<file path="config.mk">
export PLATFORM = sky130hd
export DESIGN_NAME = soundex_word_match_counter
export DESIGN_NICKNAME = d
export VERILOG_FILES = /design/src/swmc_pkg.sv /design/src/soundex_word_match_counter.sv
export SDC_FILE = /design/constraint.sdc
export NUM_CORES = 1
export LEC_CHECK = 0
export ABC_AREA = 1
export BUFFER_PORTS_ARGS = -buffer_cell sky130_fd_sc_hd__buf_2
export CAP_MARGIN = 20
export CORE_UTILIZATION = 25
export CTS_CLUSTER_DIAMETER = 60
export DETAILED_ROUTE_END_ITERATION = 10
export PLACE_DENSITY_LB_ADDON = 0.3
export SYNTH_ARGS = -nofsm -noshare
export SYNTH_HDL_FRONTEND = slang
export SYNTH_SLANG_ARGS = --single-unit
</file>
<file path="constraint.sdc">
create_clock -name i_clk -period 3.8 [get_ports i_clk]
set_input_delay 0.19 -clock i_clk [delete_from_list [all_inputs] [get_ports i_clk]]
set_output_delay 0.19 -clock i_clk [all_outputs]
set_load 0.05 [all_outputs]
</file>
<file path="src/swmc_pkg.sv">
package swmc_pkg;

    typedef logic [2:0] t_digit;

    localparam int CHAR_W  = 8;
    localparam int CFG_IDX_W = 2;
    localparam int CFG_DATA_W = 8;
    localparam int OUT_COUNT_W = 16;
    localparam int USER_W = 2;

    // Bit positions in the result tuser.
    localparam int USER_END_BIT     = 0;
    localparam int USER_MATCHED_BIT = 1;

    // Configuration register indexes.
    localparam logic [CFG_IDX_W-1:0] CFG_TARGET_LETTER = 2'd0;
    localparam logic [CFG_IDX_W-1:0] CFG_DIGIT_ONE     = 2'd1;
    localparam logic [CFG_IDX_W-1:0] CFG_DIGIT_TWO     = 2'd2;
    localparam logic [CFG_IDX_W-1:0] CFG_DIGIT_THREE   = 2'd3;

    localparam t_digit DIGIT_NONE = 3'd0;

    // Consonant class of a lowercase letter; vowels and other letters give none.
    function automatic t_digit letter_class(input logic [CHAR_W-1:0] c);
        t_digit d;
        case (c)
            "b", "f", "p", "v":                d = 3'd1;
            "c", "g", "j", "k", "q", "s", "x", "z": d = 3'd2;
            "d", "t":                          d = 3'd3;
            "l":                               d = 3'd4;
            "m", "n":                          d = 3'd5;
            "r":                               d = 3'd6;
            default:                           d = DIGIT_NONE;
        endcase
        return d;
    endfunction

endpackage

</file>
<file path="src/soundex_word_match_counter.sv">
// Soundex word match counter.
// Input stream: one sentence byte per word; s_axis_tdata holds the character
// and s_axis_tlast marks the final byte of a sentence. Words are runs of ASCII
// letters, each coded as first letter plus three consonant class digits.
// Output stream: exactly one word per input byte. tdata carries the running
// match count, tuser flags a closed word and whether its code matched the
// target, tlast repeats the sentence end; on that word the count is final.
// Targets are loaded through i_cfg_we/i_cfg_index/i_cfg_data while idle; the
// user must keep to this, as the block does not enforce it. An accepted byte
// passes through an input register and a result register, with the word
// update between them. One byte can be taken every cycle while the receiver
// does not stall, since the per-byte update is a single lookup, compare and
// counter increment. When the receiver stalls, the result register holds and
// the input register fills; s_axis_tready then drops until the output drains.
// Synchronous reset clears both valid flags, the word state, the counter and
// the target registers.
module soundex_word_match_counter #(
    parameter int COUNT_WIDTH = 16
) (
    input  logic                                  i_clk,
    input  logic                                  i_rst_n,
    // Configuration write port.
    input  logic                                  i_cfg_we,
    input  logic [swmc_pkg::CFG_IDX_W-1:0]        i_cfg_index,
    input  logic [swmc_pkg::CFG_DATA_W-1:0]       i_cfg_data,
    // Input stream.
    input  logic                                  s_axis_tvalid,
    output logic                                  s_axis_tready,
    input  logic [swmc_pkg::CHAR_W-1:0]           s_axis_tdata,  // [7:0] char_code
    input  logic                                  s_axis_tlast,  // last_of_sentence
    // Output stream.
    output logic                                  m_axis_tvalid,
    input  logic                                  m_axis_tready,
    output logic [swmc_pkg::OUT_COUNT_W-1:0]      m_axis_tdata,  // [15:0] match_count
    output logic [swmc_pkg::USER_W-1:0]           m_axis_tuser,  // [0] word_end, [1] word_matched
    output logic                                  m_axis_tlast   // sentence_end
);

    localparam int EXT_W = (COUNT_WIDTH > swmc_pkg::OUT_COUNT_W) ?
                           COUNT_WIDTH : swmc_pkg::OUT_COUNT_W;

    // Target code.
    logic [swmc_pkg::CHAR_W-1:0] r_tgt_letter;
    swmc_pkg::t_digit            r_tgt_digit [3];

    // Input register.
    logic                        r_in_valid;
    logic [swmc_pkg::CHAR_W-1:0] r_in_char;
    logic                        r_in_last;

    // Word state.
    logic                        r_inside;
    logic [1:0]                  r_len;
    logic [swmc_pkg::CHAR_W-1:0] r_first;
    swmc_pkg::t_digit            r_digit [3];
    swmc_pkg::t_digit            r_last_digit;
    logic [COUNT_WIDTH-1:0]      r_count;

    // Result register.
    logic                        r_out_valid;
    logic [swmc_pkg::OUT_COUNT_W-1:0] r_out_count;
    logic                        r_out_end;
    logic                        r_out_matched;
    logic                        r_out_last;

    logic                        w_out_free;
    logic                        w_step;
    logic                        w_upper;
    logic                        w_lower;
    logic                        w_letter;
    swmc_pkg::t_digit            w_class;
    logic                        w_close;
    logic                        w_matched;
    logic                        n_inside;
    logic [1:0]                  n_len;
    logic [swmc_pkg::CHAR_W-1:0] n_first;
    swmc_pkg::t_digit            n_digit [3];
    swmc_pkg::t_digit            n_last_digit;
    logic [COUNT_WIDTH-1:0]      n_count;
    logic [EXT_W-1:0]            w_count_ext;

    assign w_out_free    = !r_out_valid || m_axis_tready;
    assign w_step        = r_in_valid && w_out_free;
    assign s_axis_tready = !r_in_valid || w_out_free;

    assign w_upper  = (r_in_char >= "A") && (r_in_char <= "Z");
    assign w_lower  = (r_in_char >= "a") && (r_in_char <= "z");
    assign w_letter = w_upper || w_lower;
    assign w_class  = swmc_pkg::letter_class(r_in_char);
    assign w_close  = (w_letter && r_in_last) || (!w_letter && r_inside);

    always_comb begin
        n_inside     = r_inside;
        n_len        = r_len;
        n_first      = r_first;
        n_digit      = r_digit;
        n_last_digit = r_last_digit;
        if (w_letter && !r_inside) begin
            n_inside     = 1'b1;
            n_len        = 2'd0;
            n_first      = r_in_char;
            n_digit[0]   = swmc_pkg::DIGIT_NONE;
            n_digit[1]   = swmc_pkg::DIGIT_NONE;
            n_digit[2]   = swmc_pkg::DIGIT_NONE;
            n_last_digit = swmc_pkg::DIGIT_NONE;
        end else if (w_lower && (w_class != swmc_pkg::DIGIT_NONE) &&
                     (w_class != r_last_digit) && (r_len != 2'd3)) begin
            n_digit[r_len] = w_class;
            n_len          = r_len + 2'd1;
            n_last_digit   = w_class;
        end

        // The code is compared after this byte has been folded in.
        w_matched = w_close && (n_first == r_tgt_letter) &&
                    (n_digit[0] == r_tgt_digit[0]) &&
                    (n_digit[1] == r_tgt_digit[1]) &&
                    (n_digit[2] == r_tgt_digit[2]);

        n_count = r_count;
        if (w_matched && (r_count != {COUNT_WIDTH{1'b1}})) begin
            n_count = r_count + COUNT_WIDTH'(1);
        end
        w_count_ext = EXT_W'(n_count);
    end

    always_ff @(posedge i_clk) begin
        if (!i_rst_n) begin
            r_tgt_letter   <= '0;
            r_tgt_digit[0] <= swmc_pkg::DIGIT_NONE;
            r_tgt_digit[1] <= swmc_pkg::DIGIT_NONE;
            r_tgt_digit[2] <= swmc_pkg::DIGIT_NONE;
        end else if (i_cfg_we) begin
            case (i_cfg_index)
                swmc_pkg::CFG_TARGET_LETTER: r_tgt_letter   <= i_cfg_data;
                swmc_pkg::CFG_DIGIT_ONE:     r_tgt_digit[0] <= i_cfg_data[2:0];
                swmc_pkg::CFG_DIGIT_TWO:     r_tgt_digit[1] <= i_cfg_data[2:0];
                swmc_pkg::CFG_DIGIT_THREE:   r_tgt_digit[2] <= i_cfg_data[2:0];
                default: ;
            endcase
        end
    end

    always_ff @(posedge i_clk) begin
        if (!i_rst_n) begin
            r_in_valid <= 1'b0;
        end else if (s_axis_tready) begin
            r_in_valid <= s_axis_tvalid;
        end
        if (s_axis_tready && s_axis_tvalid) begin
            r_in_char <= s_axis_tdata;
            r_in_last <= s_axis_tlast;
        end
    end

    always_ff @(posedge i_clk) begin
        if (!i_rst_n) begin
            r_inside     <= 1'b0;
            r_len        <= 2'd0;
            r_first      <= '0;
            r_digit[0]   <= swmc_pkg::DIGIT_NONE;
            r_digit[1]   <= swmc_pkg::DIGIT_NONE;
            r_digit[2]   <= swmc_pkg::DIGIT_NONE;
            r_last_digit <= swmc_pkg::DIGIT_NONE;
            r_count      <= '0;
        end else if (w_step) begin
            if (w_close || r_in_last) begin
                r_inside     <= 1'b0;
                r_len        <= 2'd0;
                r_first      <= '0;
                r_digit[0]   <= swmc_pkg::DIGIT_NONE;
                r_digit[1]   <= swmc_pkg::DIGIT_NONE;
                r_digit[2]   <= swmc_pkg::DIGIT_NONE;
                r_last_digit <= swmc_pkg::DIGIT_NONE;
            end else begin
                r_inside     <= n_inside;
                r_len        <= n_len;
                r_first      <= n_first;
                r_digit      <= n_digit;
                r_last_digit <= n_last_digit;
            end
            r_count <= r_in_last ? '0 : n_count;
        end
    end

    always_ff @(posedge i_clk) begin
        if (!i_rst_n) begin
            r_out_valid <= 1'b0;
        end else if (w_out_free) begin
            r_out_valid <= r_in_valid;
        end
        if (w_step) begin
            r_out_count   <= w_count_ext[swmc_pkg::OUT_COUNT_W-1:0];
            r_out_end     <= w_close;
            r_out_matched <= w_matched;
            r_out_last    <= r_in_last;
        end
    end

    assign m_axis_tvalid = r_out_valid;
    assign m_axis_tdata  = r_out_count;
    assign m_axis_tuser  = {r_out_matched, r_out_end};
    assign m_axis_tlast  = r_out_last;

endmodule

</file>
**Yosys cells after proc, flatten, opt, wreduce, memory -nomap -nowiden**

Memories as Yosys holds them, arrays and structs flattened.
Cells that the tools add are included.

- Bits in registers: 77
- Bits in latches: 0
- Bits in writable memories: 9
- Memory bits (read-only): 0
- Input port bits: 24
- Output and inout port bits: 21
- Word-level logic and storage cells: 129
- Memories: 1

- Add/sub/neg operators: 2
- Multiply operators: 0
- Divide/modulo/power cells: 0
- $lt $le $gt $ge: 6
- Equality and inequality tests: 28
- Shift operators: 0
- Mux-type cells: 35
- Bitwise gates (word level): 4
- Reductions and logical operators: 36

Memories:

| name | words | width | rd ports | clocked after memory_dff | wr ports | line | source |
|---|---|---|---|---|---|---|---|
| r_tgt_digit | 3 | 3 | 3 | 0 | 3 | soundex_word_match_counter.sv:44 | `swmc_pkg::t_digit r_tgt_digit [3];` |

Operators with widths:

| cell | number |
|---|---|
| $eq A8 B7 Y1 const B | 18 |
| $mux W16 | 2 |
| $mux W9 | 3 |
| $mux W3 | 7 |
| $pmux W3 S6 | 1 |
| $add A16 B1 Y16 const B | 1 |
| $ge A8 B7 Y1 const B | 2 |
| $le A8 B7 Y1 const B | 2 |
| $logic_and A1 B1 Y1 | 16 |
| $mux W8 | 2 |
| $ne A16 B16 Y1 const B | 1 |
| $mux W1 | 15 |
| $bwmux W9 | 1 |
| $eq A3 B3 Y1 | 3 |
| $eq A8 B8 Y1 | 1 |
| $reduce_or A8 Y1 | 1 |
| $demux W3 S2 | 1 |
| $mux W2 | 3 |
| $reduce_and A2 Y1 | 3 |
| $reduce_bool A3 Y1 | 2 |
| $logic_or A1 B1 Y1 | 5 |
| $eq A2 B2 Y1 const B | 2 |
| $logic_not A1 Y1 | 4 |
| $reduce_or A2 Y1 | 2 |
| 11 further kinds | 13 |

**Logic depth before layout (Yosys ltp)**

Gate-level depths: netlist of the first run.

- Depth in word-level cells: 16
- Mapped depth: 26
- Gate-level depth less buffers: 25

**Worst setup path before layout of the first run**

No wires, ideal clock.

- Path kind: flip-flop to flip-flop
- Start point: register r_in_char[2] (netlist bit)
- End point: register r_out_count (netlist bit m_axis_tdata[12]) (data pin)
- Setup time: 258 ps
- Data arrival time: 2,400 ps
- Required time: 3,542 ps
- Path slack: 1,142 ps
- Cell stages (with the launch flop): 18
- Buffers on the path: 3
- Period minus slack after synthesis: 2,658 ps
- Cells stage by stage: edfxtp_1 -> nor2_2 -> nand2_1 -> o21ai_0 -> inv_1 -> nand2_1 -> nand2_1 -> nand2_2 -> buf_2 -> buf_1 -> nand4_1 -> nand2_1 -> nand4_2 -> nor2_4 -> buf_6 -> nand2_1 -> nand2_1 -> nand2_1

- Cells in the longest elaborated chain, start to end: 15
- Elaborated cells between the ends (all ways): 54
- Those cells by class: 4 x order compare; 23 x eq/ne; 6 x mux; 21 x reduce/logical

RTL lines:

| item | line | source |
|---|---|---|
| from (decl) | soundex_word_match_counter.sv:48 | `logic [swmc_pkg::CHAR_W-1:0] r_in_char;` |
| from (signal assigned) | soundex_word_match_counter.sv:150 | `r_in_char <= s_axis_tdata;` |
| $eq A8 B7 Y1 | swmc_pkg.sv:26 | `case (c)` |
| $reduce_or A8 Y1, or another cell as far along | swmc_pkg.sv:26 |  |
| $pmux W3 S6 | swmc_pkg.sv:26 |  |
| $reduce_bool A3 Y1 | soundex_word_match_counter.sv:106 | `end else if (w_lower && (w_class != swmc_pkg::DIGIT_NONE) &&` |
| $logic_and A1 B1 Y1 (2 in a row) | soundex_word_match_counter.sv:106 |  |
| $logic_and A1 B1 Y1 | soundex_word_match_counter.sv:107 | `(w_class != r_last_digit) && (r_len != 2'd3)) begin` |
| $mux W9 | soundex_word_match_counter.sv:106 |  |
| $mux W9 | soundex_word_match_counter.sv:98 | `if (w_letter && !r_inside) begin` |
| $eq A3 B3 Y1 | soundex_word_match_counter.sv:115 | `(n_digit[0] == r_tgt_digit[0]) &&` |
| $logic_and A1 B1 Y1 | soundex_word_match_counter.sv:114 | `w_matched = w_close && (n_first == r_tgt_letter) &&` |
| $logic_and A1 B1 Y1 | soundex_word_match_counter.sv:115 |  |
| $logic_and A1 B1 Y1 (*) | soundex_word_match_counter.sv:116 | `(n_digit[1] == r_tgt_digit[1]) &&` |
| net w_matched | soundex_word_match_counter.sv:73 | `logic w_matched;` |
| $logic_and A1 B1 Y1 (*) | soundex_word_match_counter.sv:120 | `if (w_matched && (r_count != {COUNT_WIDTH{1'b1}})) begin` |
| $mux W16 (*) | soundex_word_match_counter.sv:120 |  |
| net n_count[12] | soundex_word_match_counter.sv:79 | `logic [COUNT_WIDTH-1:0] n_count;` |
| to (signal assigned) | soundex_word_match_counter.sv:192 | `r_out_count <= w_count_ext[swmc_pkg::OUT_COUNT_W-1:0];` |
| to (decl) | soundex_word_match_counter.sv:61 | `logic [swmc_pkg::OUT_COUNT_W-1:0] r_out_count;` |

The timed path passes the listed nets; every way through them passes the cells marked *.
A chain may end at the register's enable or synchronous reset.

**Worst setup path after layout of the first run**

- Start point: register r_in_char[1] (netlist bit)
- End point: register r_out_count (netlist bit m_axis_tdata[1]) (data pin)

- Cells in the longest elaborated chain, start to end: 15
- Elaborated cells between the ends (all ways): 54
- Those cells by class: 4 x order compare; 23 x eq/ne; 6 x mux; 21 x reduce/logical

RTL lines:

| item | line |
|---|---|
| $eq A8 B7 Y1 | swmc_pkg.sv:26 |
| $reduce_or A8 Y1, or another cell as far along | swmc_pkg.sv:26 |
| $pmux W3 S6 | swmc_pkg.sv:26 |
| $reduce_bool A3 Y1 | soundex_word_match_counter.sv:106 |
| $logic_and A1 B1 Y1 (2 in a row) | soundex_word_match_counter.sv:106 |
| $logic_and A1 B1 Y1 | soundex_word_match_counter.sv:107 |
| $mux W9 | soundex_word_match_counter.sv:106 |
| $mux W9 | soundex_word_match_counter.sv:98 |
| $eq A3 B3 Y1 | soundex_word_match_counter.sv:115 |
| $logic_and A1 B1 Y1 | soundex_word_match_counter.sv:114 |
| $logic_and A1 B1 Y1 | soundex_word_match_counter.sv:115 |
| $logic_and A1 B1 Y1 (*) | soundex_word_match_counter.sv:116 |
| $logic_and A1 B1 Y1 (*) | soundex_word_match_counter.sv:120 |
| $mux W16 (*) | soundex_word_match_counter.sv:120 |
| net n_count[1] | soundex_word_match_counter.sv:79 |

Marks and branches as above.

==> results of run 1 <==
[cell usage after synthesis (all sizes together)]
cell,count,area (sq um)
a211oi,1,7.51
dfxtp,49,981
mux2i,2,20.0
ha,5,62.6
nand3,66,335
nor3,5,25.0
o31ai,3,22.5
inv,92,345
a22oi,2,15.0
clkinv,2,7.51
nand4,37,268
nand3b,8,60.1
nor4,3,18.8
a21oi,51,270
buf,9,60.1
xor2,8,70.1
xnor2,1,8.76
and3,1,6.26
o21ai,20,100
nor2,73,317
nand2,244,938
edfxtp,37,1110
o211ai,2,15.0
clkbuf,11,41.3
or2,1,6.26
[critical path, stage by stage, from the launching register on]
cell      delay, ns
edfxtp_1       0.49
nor2_1         0.25
nand2_1        0.13
o21ai_0        0.16
inv_1          0.05
nand2_1        0.10
nand2_1        0.10
nand2_2        0.27
nand2_1        0.11
o21ai_1        0.12
nand2_1        0.09
nand2_1        0.11
nand3b_1       0.09
nor2_1         0.22
nand2_1        0.08
nor2_1         0.08
nand3_1        0.11
nor2_4         0.14
buf_12         0.14
nand2_1        0.07
nand2_1        0.06
nand2_1        0.06
[layer usage]
metal | vias to the layer above | GRT usage (%) | part of all wire (%)
li1 | 2484 | - | -
met1 | 2112 | 17.5 | 52
met2 | 78 | 19.6 | 43
met3 | 14 | 2.48 | 3.7
met4 | 0 | 4.68 | 1.7
met5 | - | 0 | 0
[flip-flops by register name, indices dropped and copies added (netlist names)]
signal	flops
m_axis_tdata	16
r_count	16
r_digit	9
r_tgt_digit	9
r_first	8
r_in_char	8
r_tgt_letter	8
r_last_digit	3
r_len	2
m_axis_tlast	1
m_axis_tvalid	1
r_in_last	1
r_in_valid	1
r_inside	1
r_out_end	1
r_out_matched	1
[final cells by class]
class                      instances  area, sq um
fill                            2203        13800
multi-input combinational        533         2570
sequential                        86         2090
inverter                          94          353
tap                              265          332
timing repair buffer              51          285
clock buffer                      11          254
clock inverter                     5         56.3
[kinds of logic after synthesis]
family | count (synthesis) | share of synthesized area [%]
simple gates | 438 | 38.6
xor+xnor | 9 | 1.54
flops | 86 | 40.9
fa+ha+maj | 5 | 1.22
buf+inv | 114 | 8.88
mux | 2 | 0.392
compound gates | 79 | 8.42
[how the worst min path moves through the flow]
stage                              end            start  slack, ns
after floorplan           r_in_char[0]  s_axis_tdata[0]       0.29
after detailed placement     r_in_last     s_axis_tlast       0.37
after global placement       r_in_last     s_axis_tlast       0.37
after global routing      r_in_char[4]  s_axis_tdata[4]     0.0003
after CTS                    r_in_last     s_axis_tlast      0.003
final                        r_in_last     s_axis_tlast       0.02
[metrics by stage]
stage,util (%),hold slack [ns]
after detailed placement,28.3,0.369
final,30.0,0.0161
after floorplan,-,0.289
after global placement,28.3,0.367
after CTS,29.9,0.00300
after global routing,30.0,0.000292
[where the power goes]
group | switching, mW | internal [mW]
Clock | 0.373 | 0.549
Sequential | 0.0225 | 0.998
Combinational | 0.213 | 0.0793
Total | 0.608 | 1.63
[what timing repair did]
action                                  in CTS  in global routing
hold endpoints to repair                     0                  0
endpoints found under the setup margin       0                  4
gates resized for setup                      0                  0
buffers inserted                             0                  1
hold buffers                                 0                  0
==> flow_metrics.tcl, run 1 <==
set metrics [dict create \
    status "finished clean" \
    skew_ns 0.00912 \
    maxSlewHeadroom_pct 41.2 \
    final_cell_area_sq_um 5940 \
    antenna_found_initial 0 \
    clock-sinks 86 \
    endpoint "m_axis_tdata[1]" \
    max-vdd-ir-drop_v 0.000182 \
    reg2reg_depth 21 \
    ys_ff_latch 86 \
    rrSetupSlack_ns 0.49 \
    wl_per_cell_um 12.2 \
    dr.pass1.iters 5 \
    final_net_count 804 \
    layout_setup_ws_ns 0.493 \
    final_cell_mix "nand2_1, inv_1, nor2_1" \
    h-tree-depth 3 \
    ant_nets 0 \
    worstReg2RegStart "r_in_char[1]" \
    grt_pass1_vias 4333 \
    hpwlAfterDp_mm 9.58 \
    cts_root_buf "clkbuf_16" \
    finalPower_mw 2.23 \
    setup_violations 0 \
    dp.cells 1028 \
    holdPathStages 1 \
    cp.arrival_ns 3.40 \
    path_class "reg2reg" \
    worstSetupStartpoint "r_in_char[1]" \
    drv_slew 0 \
    design.core.area_sq_um 19800 \
    die-area_sq_um 21000 \
    gr-usage-all-layers_pct 12.7 \
    drc_errors 0 \
    vias_per_cell 4.49 \
    grt_pass1_wl_mm 21.5 \
    seq_area_frac_synth_pct 40.9 \
    min_period_ns 3.31 \
    leakagePower_nw 2.53 \
    maxCapViolations 0 \
    io_pins 45 \
    row_count 51 \
    end_kind "flip-flop" \
    synthCells 733 \
    synthToLayoutAreaGrowth_pct 16.2 \
    portBuffers 44 \
    syn_avg_cell_area_sq_um 6.97 \
    start_kind "flip-flop" \
    finalHoldViolations 0 \
    path_clk_slew_ns 0.06 \
    synth_warnings 0 \
    timing.rr.end "m_axis_tdata[1]" \
    final_cells 1045 \
    numCtsBuffers 9 \
    p_per_area_nw_per_um2 376 \
    worstHoldPathType "in2reg" \
    layout_commonest_cell "nand2_1" \
    drt_iter0_drc 296 \
    cts_tree "built" \
    tns_ns 0 \
    drt_wl_total_mm 12.8 \
    yosysUniqueCellTypes 39 \
    rsz0062_at_grt "false" \
    netlist_area_sq_um 5110 \
    worstPathRequired_ns 3.89 \
    worstSkewPairLatency_ns 0.35 \
    dpl_worst_slack_ns 0.411 \
    cts_buffer_depth 2 \
    worst_slew_pin_slew_ns 0.881 \
    grt_max_degree 40 \
    dr_total_vias 4688 \
    globalplace.congestion 0.852 \
    start_util_pct 25.8 \
    die_x_um 145 \
    synth_nets 762 \
    fmax_mhz 302 \
    die_y_um 145 \
    grt_overflow 0 \
    fin_crit_sh_pct 87.0 \
    diodes 0 \
    drive_gt1_share_pct 11.4 \
    worst-path-max-fanout 17 \
    placed_cell_area_sq_um 5610 \
]
(Power assumes the default switching activity.)
==> run 2, diff against run 1 <==
--- a/config.mk
+++ b/config.mk
@@ -8,7 +8,7 @@
 export ABC_AREA = 1
 export BUFFER_PORTS_ARGS = -buffer_cell sky130_fd_sc_hd__buf_2
 export CAP_MARGIN = 20
-export CORE_UTILIZATION = 25
+export CORE_UTILIZATION = 58
 export CTS_CLUSTER_DIAMETER = 60
 export DETAILED_ROUTE_END_ITERATION = 10
 export PLACE_DENSITY_LB_ADDON = 0.3
==> flow_metrics.tcl, run 2 (synthesis results as in run 1) <==
set metrics [dict create \
    multi_input_area_sq_um 2570 \
    cts_tree "built" \
    ant_nets 0 \
    reg2reg_depth 17 \
    setup_violations 0 \
    drc_errors 0 \
    globalplace.congestion 0.924 \
    worstPathRequired_ns 3.91 \
    layout_setup_ws_ns 0.428 \
    die-area_sq_um 9190 \
    grt_pass1_vias 4407 \
    hpwlAfterDp_mm 9.09 \
    design.core.area_sq_um 8380 \
    dr.pass1.iters 5 \
    maxSlewHeadroom_pct 37.8 \
    hold_end "r_in_char[0]" \
    path_clk_slew_ns 0.08 \
    tns_ns 0 \
    holdPathStages 1 \
    layout_commonest_cell "nand2_1" \
    rrSetupSlack_ns 0.43 \
    worst_slew_pin_slew_ns 0.931 \
    p_sw_mw 0.589 \
    drive_gt1_share_pct 11.4 \
    intPower_mw 1.32 \
    clock-sinks 86 \
    path_class "reg2reg" \
    drt_wl_total_mm 12.7 \
    worst-path-max-fanout 25 \
    combPwrFrac_pct 16.0 \
    h-tree-depth 3 \
    antenna_found_initial 0 \
    worstHoldPathType "in2reg" \
    portBuffers 44 \
    min_period_ns 3.37 \
    drv_slew 0 \
    start_util_pct 61.0 \
    dr_total_vias 4998 \
    skew_ns 0.0156 \
    fin_crit_sh_pct 88.7 \
    p_per_area_nw_per_um2 337 \
    hp-start "s_axis_tdata[0]" \
    drt_iter0_drc 376 \
    grt_max_degree 37 \
    finalHoldViolations 0 \
    power_frac_seq_pct 53.2 \
    die_y_um 95.9 \
    end_kind "flip-flop" \
    final_net_count 812 \
    fmax_mhz 297 \
    grt_pass1_wl_mm 20.4 \
    synthToLayoutAreaGrowth_pct 11.0 \
    maxCapViolations 0 \
    start_kind "flip-flop" \
    vias_per_cell 5.60 \
    fillCellCount 742 \
    final_cell_mix "nand2_1, inv_1, nor2_1" \
    cts_buffer_depth 2 \
    row_count 33 \
    worstReg2RegStart "r_in_char[2]" \
    timing.rr.end "m_axis_tdata[13]" \
    die_x_um 95.9 \
    grt_overflow 0 \
    clkPwrFrac_pct 30.7 \
    seqCellArea_sq_um 2090 \
    worstSkewPairLatency_ns 0.37 \
    dpl_worst_slack_ns 0.386 \
    io_pins 45 \
    leakagePower_nw 2.49 \
    cp.arrival_ns 3.48 \
    status "finished clean" \
    cts_root_buf "clkbuf_8" \
    diodes 0 \
    numCtsBuffers 9 \
    gr-usage-all-layers_pct 29.1 \
    p_sw_share_pct 30.8 \
    wl_per_cell_um 14.2 \
    rsz0062_at_grt "false" \
    max-vdd-ir-drop_v 0.000212 \
]
run 2: cell types whose count changed in the layout (fill, tap and decap cells not counted), sizes merged:
cell         before  now
bufinv            1    0
dlygate4sd3       0    8
clkinv            6    3
inv              92   94
clkbuf           11   10
clkinvlp          0    3
run 2: worst max-delay path by stage:
stage | start | to | slack (ns) | depth (start not counted)
after floorplan | r_in_char[2] | m_axis_tdata[12] | 1.14 | 17
after global placement | r_in_char[2] | m_axis_tdata[0] | 0.48 | 20
after detailed placement | r_in_char[2] | m_axis_tdata[0] | 0.39 | 20
after CTS | r_in_char[2] | r_count[1] | 0.37 | 22
after global routing | r_in_char[1] | r_count[4] | 0.05 | 22
final | r_in_char[2] | m_axis_tdata[13] | 0.43 | 17
run 2: layer usage:
| metal | vias up | share of wire, % | global-route usage [%] |
|---|---|---|---|
| li1 | 2497 | - | - |
| met1 | 2284 | 46 | 40.1 |
| met2 | 192 | 45 | 45.9 |
| met3 | 25 | 7.1 | 4.27 |
| met4 | 0 | 2.3 | 11.9 |
| met5 | - | 0 | 0 |
run 2: cell type report:
type,count,area share (%)
clock buffer,10,2.25
sequential,86,36.9
multi-input combinational,533,45.3
inverter,94,6.22
timing repair buffer,59,6.28
tap,105,2.31
clock inverter,6,0.793
run 2: power groups by stage:
stage / sequential (mW) / clock, mW / combinational, mW
after floorplan: 1.07 / 0 / 0.189
after global placement: 1.04 / 0 / 0.285
after detailed placement: 1.04 / 0 / 0.292
after CTS: 1.02 / 0.591 / 0.297
after global routing: 1.02 / 0.633 / 0.336
final: 1.02 / 0.587 / 0.307
run 2: critical path, cell delays in order (launching register included):
cell	delay [ns]
edfxtp_1	0.48
nor2_2	0.24
nand2_1	0.13
o21ai_0	0.17
inv_1	0.05
nand2_1	0.08
nand2_1	0.28
nand2_4	0.29
buf_4	0.30
nand3_1	0.11
nand2_1	0.09
nand2_1	0.07
inv_1	0.07
nand2_1	0.08
nor2_4	0.25
nand4_4	0.23
nand2_1	0.11
nand2_1	0.08
run 2: repair_timing:
action | CTS | global route
setup endpoints to repair | 0 | 14
gates resized for setup | 0 | 1
hold buffers | 3 | 5
buffers inserted | 0 | 2
endpoints found under the hold margin | 3 | 5
run 2: through the flow:
stage	power, mW	instance area, sq um	cells	hold slack (ns)	util (%)
3_3_place_gp	1.32	5390	866	0.366	64.3
2_1_floorplan	1.26	5110	733	0.289	-
4_1_cts	1.91	5610	886	0.00124	66.9
5_1_grt	1.99	5680	893	0.00765	67.7
3_5_place_dp	1.33	5400	867	0.369	64.5
6_report	1.91	5680	893	0.0197	67.7
==> run 3, diff against run 2 <==
--- a/config.mk
+++ b/config.mk
@@ -8,7 +8,7 @@
 export ABC_AREA = 1
 export BUFFER_PORTS_ARGS = -buffer_cell sky130_fd_sc_hd__buf_2
 export CAP_MARGIN = 20
-export CORE_UTILIZATION = 58
+export CORE_UTILIZATION = 38
 export CTS_CLUSTER_DIAMETER = 60
 export DETAILED_ROUTE_END_ITERATION = 10
 export PLACE_DENSITY_LB_ADDON = 0.3
==> flow_metrics.tcl, run 3 (synthesis results as in run 1) <==
set metrics [dict create \
    status "finished clean" \
    rrSetupSlack_ns 0.45 \
    row_count 42 \
    portBuffers 44 \
    finalHoldViolations 0 \
    synthToLayoutAreaGrowth_pct 14.1 \
    cp.arrival_ns 3.45 \
    end_kind "flip-flop" \
    grt_pass1_wl_mm 21.2 \
    endpoint "m_axis_tdata[9]" \
    final_cell_mix "nand2_1, inv_1, nor2_1" \
    final_net_count 804 \
    worstSkewPairLatency_ns 0.35 \
    layout_commonest_cell "nand2_1" \
    maxSlewHeadroom_pct 42.5 \
    dp.cells 938 \
    diodes 0 \
    p_sw_mw 0.600 \
    maxCapViolations 0 \
    numCtsBuffers 9 \
    start_util_pct 38.8 \
    dr_total_vias 4759 \
    reg2reg_depth 21 \
    antenna_found_initial 0 \
    worst-path-max-fanout 17 \
    intPower_mw 1.65 \
    design.core.area_sq_um 13200 \
    hpwlAfterDp_mm 9.28 \
    hp-start "s_axis_tlast" \
    clkPwrFrac_pct 41.7 \
    drt_wl_total_mm 12.4 \
    tns_ns 0 \
    die_y_um 118 \
    min_period_ns 3.35 \
    cts_buffer_depth 2 \
    drt_iter0_drc 294 \
    dr.pass1.iters 5 \
    top_layer "met4" \
    max-vdd-ir-drop_v 0.000403 \
    clock-sinks 86 \
    worstHoldPathType "in2reg" \
    drv_slew 0 \
    path_clk_slew_ns 0.07 \
    worstSetupStartpoint "r_in_char[1]" \
    grt_overflow 0 \
    fin_crit_sh_pct 88.2 \
    p_per_area_nw_per_um2 386 \
    ant_nets 0 \
    power_frac_seq_pct 45.3 \
    cts_root_buf "clkbuf_16" \
    skew_ns 0.00891 \
    setup_violations 0 \
    die_x_um 118 \
    vias_per_cell 4.98 \
    worstPathRequired_ns 3.90 \
    p_sw_share_pct 26.6 \
    rsz0062_at_grt "false" \
    leakagePower_nw 2.53 \
    h-tree-depth 3 \
    wl_met1_mm 5.92 \
    drc_errors 0 \
    hold_buffers 0 \
    fillCellCount 1354 \
    final_cells 955 \
    io_pins 45 \
    globalplace.congestion 0.901 \
    route.met3.wl_um 452 \
    die-area_sq_um 13900 \
    cts_tree "built" \
    postLayoutCoreUtil_pct 44.2 \
    start_kind "flip-flop" \
    gr-usage-all-layers_pct 19.1 \
    drive_gt1_share_pct 11.6 \
    grt_pass1_vias 4426 \
    worstReg2RegStart "r_in_char[1]" \
    worst_hold_slack_ns 0.0105 \
    timing.rr.end "m_axis_tdata[9]" \
    grt_max_degree 40 \
    combPwrFrac_pct 13.0 \
    worst_slew_pin_slew_ns 0.862 \
    path_class "reg2reg" \
    fmax_mhz 298 \
    holdPathStages 1 \
    wl_per_cell_um 13.0 \
    wl_met2_mm 5.81 \
]
[run 3: metal layers]
metal,vias up,global-route usage (%)
met5,-,0
met4,0,7.77
met3,20,3.15
met2,88,32.0
met1,2168,24.2
li1,2483,-
[run 3: final cells by class]
| type | instances | area [sq um] | share of cell area, % |
|---|---|---|---|
| multi-input combinational | 533 | 2570 | 44.1 |
| sequential | 86 | 2090 | 35.9 |
| tap | 176 | 220 | 3.78 |
| clock buffer | 10 | 229 | 3.93 |
| timing repair buffer | 51 | 285 | 4.89 |
| clock inverter | 5 | 82.6 | 1.42 |
| inverter | 94 | 353 | 6.05 |
[run 3: power groups by stage]
stage	Clock, mW	Sequential [mW]	Combinational (mW)
after floorplan	0	1.07	0.189
after global placement	0	1.04	0.291
after detailed placement	0	1.04	0.291
after CTS	0.955	1.02	0.293
after global routing	0.985	1.02	0.331
final	0.939	1.02	0.292
[run 3: worst max-delay path, stage by stage (launching register included)]
cell and delay [ns]:
edfxtp_1 0.50, nor2_1 0.25, nand2_1 0.13, o21ai_0 0.16, inv_1 0.05, nand2_1 0.08, nand2_1 0.08, nand2_2 0.26
nand2_1 0.12, o21ai_1 0.12, nand2_1 0.11, nand2_1 0.10, nand3b_1 0.08, nor2_1 0.20, nand2_1 0.07, nor2_1 0.09
nand3_1 0.13, nor2_4 0.24, buf_12 0.15, nand2_1 0.05, nand2_1 0.05, nand2_1 0.07
[run 3: how the worst min path moves through the flow]
stage | to | slack [ns]
after floorplan | r_in_char[0] | 0.29
after global placement | r_in_char[3] | 0.37
after detailed placement | r_in_char[0] | 0.37
after CTS | r_in_last | 0.005
after global routing | r_in_char[0] | 0.01
final | r_in_last | 0.01
[run 3: per-stage QoR]
| step | cell area [sq um] | power (mW) | worst slack [ns] |
|---|---|---|---|
| 6_report | 5830 | 2.25 | 0.450 |
| 5_1_grt | 5830 | 2.34 | 0.0247 |
| 4_1_cts | 5810 | 2.27 | 0.418 |
| 3_5_place_dp | 5490 | 1.33 | 0.457 |
| 3_3_place_gp | 5490 | 1.33 | 0.477 |
| 2_1_floorplan | 5110 | 1.26 | 1.14 |
[run 3: timing repair]
action                                  4_1_cts  5_1_grt
buffers inserted                              0        1
endpoints found under the setup margin        0        4
gates resized for setup                       0        0
